[src/sslsu_pkg.sv]
package sslsu_pkg;

    // Field widths of the request and result transfers.
    localparam int SECTOR_W = 48;
    localparam int TAG_W    = 8;

    // Request codes.
    typedef enum logic [1:0] {
        REQ_ADD      = 2'd0,
        REQ_DISPATCH = 2'd1,
        REQ_REMOVE   = 2'd2,
        REQ_QUERY    = 2'd3
    } req_type_t;

    // Result status codes.
    typedef enum logic [1:0] {
        STAT_OK        = 2'd0,
        STAT_EMPTY     = 2'd1,
        STAT_FULL      = 2'd2,
        STAT_NOT_FOUND = 2'd3
    } status_t;

    // Compare modes of the shared compare unit.
    typedef enum logic [1:0] {
        CMP_NOT_BELOW,
        CMP_ABOVE,
        CMP_BELOW,
        CMP_TAG_EQ
    } cmp_mode_t;

    // Sequencer states.
    typedef enum logic [2:0] {
        S_IDLE,
        S_SCAN,
        S_NEIGH,
        S_SHIFT,
        S_WRITE,
        S_DONE
    } state_t;

    typedef logic [SECTOR_W-1:0] sect_addr_t;
    typedef logic [TAG_W-1:0]    tag_t;

    // One queue entry as stored in the entry memory.
    typedef struct packed {
        tag_t       tag;
        sect_addr_t sector;
    } entry_t;

    // Request transfer payload.
    typedef struct packed {
        req_type_t  req_type;
        tag_t       req_tag;
        sect_addr_t req_sector;
    } req_t;

    // Result transfer payload.
    typedef struct packed {
        status_t    status;
        tag_t       served_tag;
        sect_addr_t served_sector;
        logic       former_valid;
        tag_t       former_tag;
        logic       latter_valid;
        tag_t       latter_tag;
    } rsp_t;

endpackage

[src/sslsu_mem.sv]
module sslsu_mem
    import sslsu_pkg::*;
#(
    parameter int DEPTH = 32,
    parameter int AW    = 5
) (
    input  logic          aclk,
    input  logic          rd_en,
    input  logic [AW-1:0] rd_addr,
    output entry_t        rd_data,
    input  logic          wr_en,
    input  logic [AW-1:0] wr_addr,
    input  entry_t        wr_data
);

    entry_t mem [DEPTH];

    // One write port and one registered read port.
    always_ff @(posedge aclk) begin
        if (wr_en) begin
            mem[wr_addr] <= wr_data;
        end
        if (rd_en) begin
            rd_data <= mem[rd_addr];
        end
    end

endmodule

[src/sslsu_cmp.sv]
module sslsu_cmp
    import sslsu_pkg::*;
(
    input  cmp_mode_t  mode,
    input  entry_t     entry,
    input  sect_addr_t key_sector,
    input  tag_t       key_tag,
    output logic       hit
);

    logic sec_lt;
    logic sec_eq;

    // A single magnitude comparator serves every sector test.
    assign sec_lt = entry.sector < key_sector;
    assign sec_eq = entry.sector == key_sector;

    always_comb begin
        case (mode)
            CMP_NOT_BELOW: hit = !sec_lt;
            CMP_ABOVE:     hit = !sec_lt && !sec_eq;
            CMP_BELOW:     hit = sec_lt;
            CMP_TAG_EQ:    hit = entry.tag == key_tag;
            default:       hit = 1'b0;
        endcase
    end

endmodule

[src/sector_sorted_look_scheduler_unit.sv]
// Elevator-style disk request scheduler over a sector-sorted queue of up to QUEUE_DEPTH
// pending requests. Each request transfer produces exactly one result transfer. The entries
// live in a memory with one registered read port and one write port, and a small sequencer
// visits them one per cycle through one shared compare unit, so the time per request grows
// with the queue occupancy N. An add scans to the insertion point, shifts the tail up by one
// and writes the new entry; into an empty queue it only writes the entry. A dispatch while
// sweeping up, or a remove, scans to the entry and shifts the tail down; a dispatch while
// sweeping down scans from the top and then shifts every entry above the chosen one down.
// A neighbor query or a remove of a tag that is not present only scans; an add to a full
// queue, or any other request on an empty queue, goes straight to its result. The result
// becomes valid in the cycle the block is ready again. The block takes no new request while
// an operation is in progress; a finished result sits in an output register, so a new
// request can be accepted while the previous result still waits to be taken. No clearing
// pass is needed after reset.
module sector_sorted_look_scheduler_unit
    import sslsu_pkg::*;
#(
    parameter int QUEUE_DEPTH = 32
) (
    input  logic aclk,
    input  logic aresetn,
    input  logic s_valid,
    output logic s_ready,
    input  req_t s_data,
    output logic m_valid,
    input  logic m_ready,
    output rsp_t m_data
);

    localparam int AW = $clog2(QUEUE_DEPTH);
    localparam int CW = $clog2(QUEUE_DEPTH + 1);

    state_t        state_reg, state_next;
    logic [CW-1:0] count_reg, count_next;
    logic          going_down_reg, going_down_next;
    sect_addr_t    last_sector_reg, last_sector_next;
    logic          pend_reg, pend_next;
    logic          m_valid_reg, m_valid_next;

    req_t          req_reg, req_next;
    logic [AW-1:0] pos_reg, pos_next;
    logic [AW-1:0] addr_reg, addr_next;
    logic [CW-1:0] left_reg, left_next;
    logic          step_down_reg, step_down_next;
    logic [AW-1:0] pend_idx_reg, pend_idx_next;
    tag_t          prev_tag_reg, prev_tag_next;
    rsp_t          res_reg, res_next;
    rsp_t          m_data_reg, m_data_next;

    logic          rd_en;
    logic [AW-1:0] rd_addr;
    entry_t        rd_data;
    logic          wr_en;
    logic [AW-1:0] wr_addr;
    entry_t        wr_data;

    cmp_mode_t     cmp_mode;
    sect_addr_t    cmp_sector;
    logic          hit;
    logic          scan_last;
    logic          scan_stop;
    logic          out_free;
    logic [AW-1:0] sel_pos;

    sslsu_mem #(
        .DEPTH (QUEUE_DEPTH),
        .AW    (AW)
    ) u_mem (
        .aclk    (aclk),
        .rd_en   (rd_en),
        .rd_addr (rd_addr),
        .rd_data (rd_data),
        .wr_en   (wr_en),
        .wr_addr (wr_addr),
        .wr_data (wr_data)
    );

    // Pick the test the shared compare unit applies to the entry just read.
    always_comb begin
        case (req_reg.req_type)
            REQ_ADD: begin
                cmp_mode   = CMP_NOT_BELOW;
                cmp_sector = req_reg.req_sector;
            end
            REQ_DISPATCH: begin
                cmp_mode   = going_down_reg ? CMP_BELOW : CMP_ABOVE;
                cmp_sector = last_sector_reg;
            end
            default: begin
                cmp_mode   = CMP_TAG_EQ;
                cmp_sector = last_sector_reg;
            end
        endcase
    end

    sslsu_cmp u_cmp (
        .mode       (cmp_mode),
        .entry      (rd_data),
        .key_sector (cmp_sector),
        .key_tag    (req_reg.req_tag),
        .hit        (hit)
    );

    // The scan ends on a match or after the last entry has been checked.
    assign scan_last = pend_reg && (left_reg == '0);
    assign scan_stop = pend_reg && (hit || scan_last);
    assign out_free  = !m_valid_reg || m_ready;

    // Chosen position: the match, or the insertion point past the end for an add,
    // or the last entry visited for a dispatch that has to turn around.
    always_comb begin
        if (hit) begin
            sel_pos = pend_idx_reg;
        end else if (req_reg.req_type == REQ_ADD) begin
            sel_pos = count_reg[AW-1:0];
        end else begin
            sel_pos = pend_idx_reg;
        end
    end

    // Next-state logic of the sequencer.
    always_comb begin
        state_next = state_reg;
        case (state_reg)
            S_IDLE: begin
                if (s_valid) begin
                    case (s_data.req_type)
                        REQ_ADD: begin
                            if (count_reg == CW'(QUEUE_DEPTH)) begin
                                state_next = S_DONE;
                            end else if (count_reg == '0) begin
                                state_next = S_WRITE;
                            end else begin
                                state_next = S_SCAN;
                            end
                        end
                        default: begin
                            state_next = (count_reg == '0) ? S_DONE : S_SCAN;
                        end
                    endcase
                end
            end
            S_SCAN: begin
                if (scan_stop) begin
                    case (req_reg.req_type)
                        REQ_ADD, REQ_DISPATCH: begin
                            state_next = S_SHIFT;
                        end
                        REQ_REMOVE: begin
                            state_next = hit ? S_SHIFT : S_DONE;
                        end
                        default: begin
                            state_next = (hit && left_reg != '0) ? S_NEIGH : S_DONE;
                        end
                    endcase
                end
            end
            S_NEIGH: begin
                state_next = S_DONE;
            end
            S_SHIFT: begin
                if (left_reg == '0 && !pend_reg) begin
                    state_next = (req_reg.req_type == REQ_ADD) ? S_WRITE : S_DONE;
                end
            end
            S_WRITE: begin
                state_next = S_DONE;
            end
            S_DONE: begin
                if (out_free) begin
                    state_next = S_IDLE;
                end
            end
            default: begin
                state_next = S_IDLE;
            end
        endcase
    end

    // Datapath and memory control of the sequencer.
    always_comb begin
        count_next       = count_reg;
        going_down_next  = going_down_reg;
        last_sector_next = last_sector_reg;
        pend_next        = 1'b0;
        req_next         = req_reg;
        pos_next         = pos_reg;
        addr_next        = addr_reg;
        left_next        = left_reg;
        step_down_next   = step_down_reg;
        pend_idx_next    = pend_idx_reg;
        prev_tag_next    = prev_tag_reg;
        res_next         = res_reg;
        m_data_next      = m_data_reg;
        m_valid_next     = m_valid_reg && !m_ready;
        rd_en            = 1'b0;
        rd_addr          = addr_reg;
        wr_en            = 1'b0;
        wr_addr          = pos_reg;
        wr_data          = rd_data;
        s_ready          = (state_reg == S_IDLE);

        case (state_reg)
            S_IDLE: begin
                // Latch the request and set up the scan.
                if (s_valid) begin
                    req_next        = s_data;
                    res_next        = '0;
                    res_next.status = STAT_OK;
                    prev_tag_next   = '0;
                    pos_next        = '0;
                    left_next       = count_reg;
                    if (s_data.req_type == REQ_DISPATCH && going_down_reg) begin
                        addr_next      = AW'(count_reg - CW'(1));
                        step_down_next = 1'b1;
                    end else begin
                        addr_next      = '0;
                        step_down_next = 1'b0;
                    end
                    case (s_data.req_type)
                        REQ_ADD: begin
                            if (count_reg == CW'(QUEUE_DEPTH)) begin
                                res_next.status = STAT_FULL;
                            end
                        end
                        REQ_DISPATCH: begin
                            if (count_reg == '0) begin
                                res_next.status = STAT_EMPTY;
                            end
                        end
                        default: begin
                            if (count_reg == '0) begin
                                res_next.status = STAT_NOT_FOUND;
                            end
                        end
                    endcase
                end
            end
            S_SCAN: begin
                // Read one entry per cycle while the previous one is checked.
                if (left_reg != '0) begin
                    rd_en     = 1'b1;
                    addr_next = step_down_reg ? addr_reg - AW'(1) : addr_reg + AW'(1);
                    left_next = left_reg - CW'(1);
                end
                pend_next     = (left_reg != '0) && !scan_stop;
                pend_idx_next = addr_reg;
                if (pend_reg) begin
                    prev_tag_next = rd_data.tag;
                end
                if (scan_stop) begin
                    pos_next = sel_pos;
                    case (req_reg.req_type)
                        REQ_ADD: begin
                            // Move entries from the tail down to the insertion point up by one.
                            addr_next      = AW'(count_reg - CW'(1));
                            left_next      = count_reg - CW'(sel_pos);
                            step_down_next = 1'b1;
                        end
                        REQ_DISPATCH: begin
                            last_sector_next       = rd_data.sector;
                            res_next.served_tag    = rd_data.tag;
                            res_next.served_sector = rd_data.sector;
                            if (!hit) begin
                                going_down_next = !going_down_reg;
                            end
                            addr_next      = sel_pos + AW'(1);
                            left_next      = count_reg - CW'(1) - CW'(sel_pos);
                            step_down_next = 1'b0;
                            count_next     = count_reg - CW'(1);
                        end
                        REQ_REMOVE: begin
                            if (hit) begin
                                addr_next      = sel_pos + AW'(1);
                                left_next      = count_reg - CW'(1) - CW'(sel_pos);
                                step_down_next = 1'b0;
                                count_next     = count_reg - CW'(1);
                            end else begin
                                res_next.status = STAT_NOT_FOUND;
                            end
                        end
                        default: begin
                            // The read of the following entry is already under way.
                            if (hit) begin
                                res_next.former_valid = (sel_pos != '0);
                                res_next.former_tag   = (sel_pos != '0) ? prev_tag_reg : '0;
                            end else begin
                                res_next.status = STAT_NOT_FOUND;
                            end
                        end
                    endcase
                end
            end
            S_NEIGH: begin
                res_next.latter_valid = 1'b1;
                res_next.latter_tag   = rd_data.tag;
            end
            S_SHIFT: begin
                // Read one entry and write the previously read one to its new place.
                if (left_reg != '0) begin
                    rd_en         = 1'b1;
                    addr_next     = step_down_reg ? addr_reg - AW'(1) : addr_reg + AW'(1);
                    left_next     = left_reg - CW'(1);
                    pend_next     = 1'b1;
                    pend_idx_next = addr_reg;
                end
                if (pend_reg) begin
                    wr_en   = 1'b1;
                    wr_addr = step_down_reg ? pend_idx_reg + AW'(1) : pend_idx_reg - AW'(1);
                    wr_data = rd_data;
                end
            end
            S_WRITE: begin
                wr_en          = 1'b1;
                wr_addr        = pos_reg;
                wr_data.tag    = req_reg.req_tag;
                wr_data.sector = req_reg.req_sector;
                count_next     = count_reg + CW'(1);
            end
            S_DONE: begin
                if (out_free) begin
                    m_data_next  = res_reg;
                    m_valid_next = 1'b1;
                end
            end
            default: begin
            end
        endcase
    end

    // Control state.
    always_ff @(posedge aclk) begin
        if (!aresetn) begin
            state_reg       <= S_IDLE;
            count_reg       <= '0;
            going_down_reg  <= 1'b0;
            last_sector_reg <= '0;
            pend_reg        <= 1'b0;
            m_valid_reg     <= 1'b0;
        end else begin
            state_reg       <= state_next;
            count_reg       <= count_next;
            going_down_reg  <= going_down_next;
            last_sector_reg <= last_sector_next;
            pend_reg        <= pend_next;
            m_valid_reg     <= m_valid_next;
        end
    end

    // Payload and working registers.
    always_ff @(posedge aclk) begin
        req_reg       <= req_next;
        pos_reg       <= pos_next;
        addr_reg      <= addr_next;
        left_reg      <= left_next;
        step_down_reg <= step_down_next;
        pend_idx_reg  <= pend_idx_next;
        prev_tag_reg  <= prev_tag_next;
        res_reg       <= res_next;
        m_data_reg    <= m_data_next;
    end

    assign m_valid = m_valid_reg;
    assign m_data  = m_data_reg;

endmodule

[config.mk]
export PLATFORM = sky130hd
export DESIGN_NAME = sector_sorted_look_scheduler_unit
export DESIGN_NICKNAME = d
export VERILOG_FILES = /design/src/sslsu_pkg.sv /design/src/sslsu_mem.sv /design/src/sslsu_cmp.sv /design/src/sector_sorted_look_scheduler_unit.sv
export SDC_FILE = /design/constraint.sdc
export NUM_CORES = 2
export LEC_CHECK = 0
export ABC_AREA = 1
export BUFFER_PORTS_ARGS = -buffer_cell sky130_fd_sc_hd__buf_4
export CAP_MARGIN = 10
export CORE_MARGIN = 1.5
export CORE_UTILIZATION = 49
export DETAILED_ROUTE_END_ITERATION = 10
export PLACE_DENSITY = 0.61
export RECOVER_POWER = 50
export SYNTH_ARGS = -nofsm -noshare
export SYNTH_HDL_FRONTEND = slang
export SYNTH_SLANG_ARGS = --single-unit
[constraint.sdc]
create_clock -name aclk -period 6.18 [get_ports aclk]
set_input_delay 0.618 -clock aclk [delete_from_list [all_inputs] [get_ports aclk]]
set_output_delay 0.618 -clock aclk [all_outputs]
set_load 0.03 [all_outputs]
==> run_results.csv <==
group,metric,value,unit
drt,vias,56100,
final_layout,largest_reg_flops,1792,
synth,yosysSeqAreaShare,74.9,%
critical_path,rr_worst_depth,27,
placement,pre_cts_slack,0.523,ns
clocking,path_clk_slew,0.06,ns
synth,synthTopCellsByCount,"edfxtp_1 (2088), nor2_1 (1191), o21ai_0 (1112)",
placement,port_buffers,139,
timing,drv_slew,1118,
synth,synth_most_common_cell,"edfxtp_1",
outcome,violations,"max-capacitance violations, max-slew violations",
grt,grt_pass1_vias,52600,
synth,synth_cell_type_count,46,
timing,tightest_slew,3.86,ns
clocking,numCtsBuffers,209,
timing,period_needed,5.76,ns
critical_path,critPathKind,"flip-flop to flip-flop",
timing,finalSetupViolations,0,
die,dieWidth,420,µm
timing,fmax,174,MHz
synth,yosys_register_bits,2148,
drt,detail_route.wl_per_cell,27.7,µm
critical_path,timing.rr.end,"left_reg[5]$_DFFE_PP_",
final_layout,drive_gt1_share,7.90,%
final_layout,num-nets-final,6777,
drt,wl,253000,µm
clocking,insertion_delay,0.87,ns
hold_path,min_path_cells,3,
critical_path,endpoint_kind,"flip-flop",
clocking,cts_sinks,2148,
drt,post-route-drc-count,0,
timing,final_hold_viol_count,0,
timing,fin_ws,0.420,ns
critical_path,worst-endpoint-required,6.76,ns
critical_path,cp_max_fo,61,
synth,synth_nets,6619,
timing,finClkSkew,0.0376,ns
synth,synth_top_area_share,73.5,%
timing,slew-limit-headroom,-158,%
synth,synth_cells,6480,
critical_path,cp_slowest_cell,"o21ai_0",
pwr,p_total,0.0486,W
hold_path,min_to,"last_sector_reg[0]$_SDFFE_PN0P_",
clocking,cts_buffer_depth,3,
grt,grt_usage,28.3,%
timing,worst_hold_slack,0.0941,ns
die,dieArea,0.177,mm²
timing,fin_setup_tns,0,ns
die,num_io_pins,140,
final_layout,fillers,14100,
critical_path,worstSetupStartpointType,"flip-flop",
grt,grt_max_degree,219,
critical_path,r2r_slack,0.42,ns
final_layout,area_growth,13.2,%
pwr,power.leakage,31.4,nW
synth,async_flop_share,0,%
clocking,cts_resized,0,
die,fp.coreArea,0.173,mm²
die,initial_utilization,49.2,%
synth,synth_ff_type,"edfxtp_1",
timing,post-route-period-util,93.2,%
hold_path,hp-class,"primary input to flip-flop",
synth,synth_area_leader_cell,"edfxtp_1",
clocking,cts_tree,"built",
pwr,max-vdd-ir-drop,0.000505,V
drt,first_pass_iters,6,
synth,netlist_area,0.0854,mm²
timing,rsz0062_at_grt,"false",
clocking,htreeDepth,4,
flow_run,maxCapViolCount,35,
placement,hpwl,132000,µm
pwr,power.density,503,mW/mm²
grt,grt_overflow,0,
grt,antenna_found_initial,12,
critical_path,rr_startpoint,"req_reg[56]$_DFFE_PP_",
drt,drt_iter0_markers,7995,
grt,grt_pass1_wl,365000,µm
placement,place_area,0.0901,mm²
drt,postRouteAntennaNets,0,
synth,synth-edff-count,2088,
critical_path,worstPathArrival,6.34,ns
hold_path,hp-start,"aresetn",
critical_path,max_stage_delay,0.81,ns
synth,yosysWarnings,0,
die,num_rows,153,
synth,synth.avg_cell_area,13.2,µm²
synth,synth.area.top_cells,"edfxtp_1 (73%), o21ai_0 (6.5%), nor2_1 (5.2%)",
critical_path,path_common_cell,"nor2_1",
die,die_height,420,µm
clocking,root_buffer,"clkbuf_16",
placement,gp_congestion,0.883,
final_layout,design_area,0.0966,mm²
drt,viasPerCell,6.14,
outcome,outcome,"finished, violations left",
## kinds of logic after synthesis
family,after synthesis,share of synthesized area [%]
and+or+nand+nor,1791,8.33
DFF,2148,74.9
xor gates and xnor gates,21,0.215
buffers and inverters,663,2.99
AOI/OAI and AO/OA,1780,12.4
adders and majority gates,77,1.16
## where the power goes
part           total [W]  leakage [nW]  switching [W]  internal (W)
clock             0.0125          3.29        0.00549       0.00704
combinational     0.0156          8.76         0.0119       0.00374
sequential        0.0205          19.4       0.000674        0.0198
total             0.0486          31.4         0.0180        0.0306
## per-stage QoR
step	cells	utilization (%)
detailed placement	8681	51.9
CTS	9131	56.2
finish	9145	55.7
global route	9144	55.7
global placement	8675	51.9
floorplan	6480	-
## placed cells by master (no fill, tap or decap), types with 8 or more instances in the layout
cell type / synthesis / final
a32oi_1: 46 / 46
clkbuf_1: 388 / 195
clkbuf_16: 0 / 212
clkbuf_4: 0 / 33
o221ai_1: 334 / 334
nand2_1: 354 / 354
clkinv_1: 3 / 67
a31oi_1: 56 / 56
bufinv_16: 0 / 18
xor2_1: 15 / 15
inv_1: 212 / 210
buf_12: 0 / 45
nand3_1: 201 / 201
o21ai_1: 7 / 12
dlygate4sd3_1: 0 / 58
edfxtp_1: 2088 / 2088
nor2_4: 3 / 37
nand4_1: 8 / 8
buf_4: 0 / 90
o21ai_0: 1112 / 1102
o22ai_1: 118 / 118
ha_1: 73 / 72
dfxtp_1: 60 / 60
nor2_1: 1191 / 1159
clkinv_2: 0 / 45
a21oi_1: 88 / 87
## cell type report
class | count | area, µm² | area share [%]
diodes | 1 | 2.50 | 0.00259
clock buffers | 249 | 5440 | 5.63
clock inverters | 143 | 1260 | 1.31
multi-input cells | 3669 | 19200 | 19.9
inverters | 224 | 880 | 0.910
repair buffers | 386 | 3020 | 3.12
flip-flops and latches | 2148 | 63900 | 66.1
well taps | 2325 | 2910 | 3.01
## critical path: cells and delay by family, from the launching register on
kind | cells | cell delay [ns]
AOI/OAI and AO/OA | 6 | 1.46
adders and majority gates | 3 | 1.16
buffers and inverters | 3 | 0.73
DFF | 1 | 0.43
and+or+nand+nor | 15 | 1.67
## timing repair
action / CTS / global route
hold buffers: 58 / 0
endpoints found under the hold margin: 58 / 0
setup buffers: 0 / 0
## per-layer routing
| metal | global-route usage [%] | wire length [µm] | up-vias |
|---|---|---|---|
| met2 | 43.0 | 114000 | 2875 |
| met4 | 8.36 | 6610 | 0 |
| met1 | 41.9 | 107000 | 28300 |
| met5 | 0 | 0 | - |
| li1 | - | - | 24500 |
| met3 | 4.98 | 25600 | 405 |
## worst max-delay path by stage
stage / endpoint / from / slack, ns
2_1_floorplan: res_reg[18]$_SDFFCE_PN0P_ / req_reg[56]$_DFFE_PP_ / 0.47
3_3_place_gp: left_reg[5]$_DFFE_PP_ / req_reg[56]$_DFFE_PP_ / 0.66
3_5_place_dp: left_reg[5]$_DFFE_PP_ / req_reg[56]$_DFFE_PP_ / 0.52
4_1_cts: left_reg[5]$_DFFE_PP_ / req_reg[56]$_DFFE_PP_ / 0.48
5_1_grt: left_reg[5]$_DFFE_PP_ / req_reg[56]$_DFFE_PP_ / 0.10
6_report: left_reg[5]$_DFFE_PP_ / req_reg[56]$_DFFE_PP_ / 0.42
(Power assumes the default switching activity.)
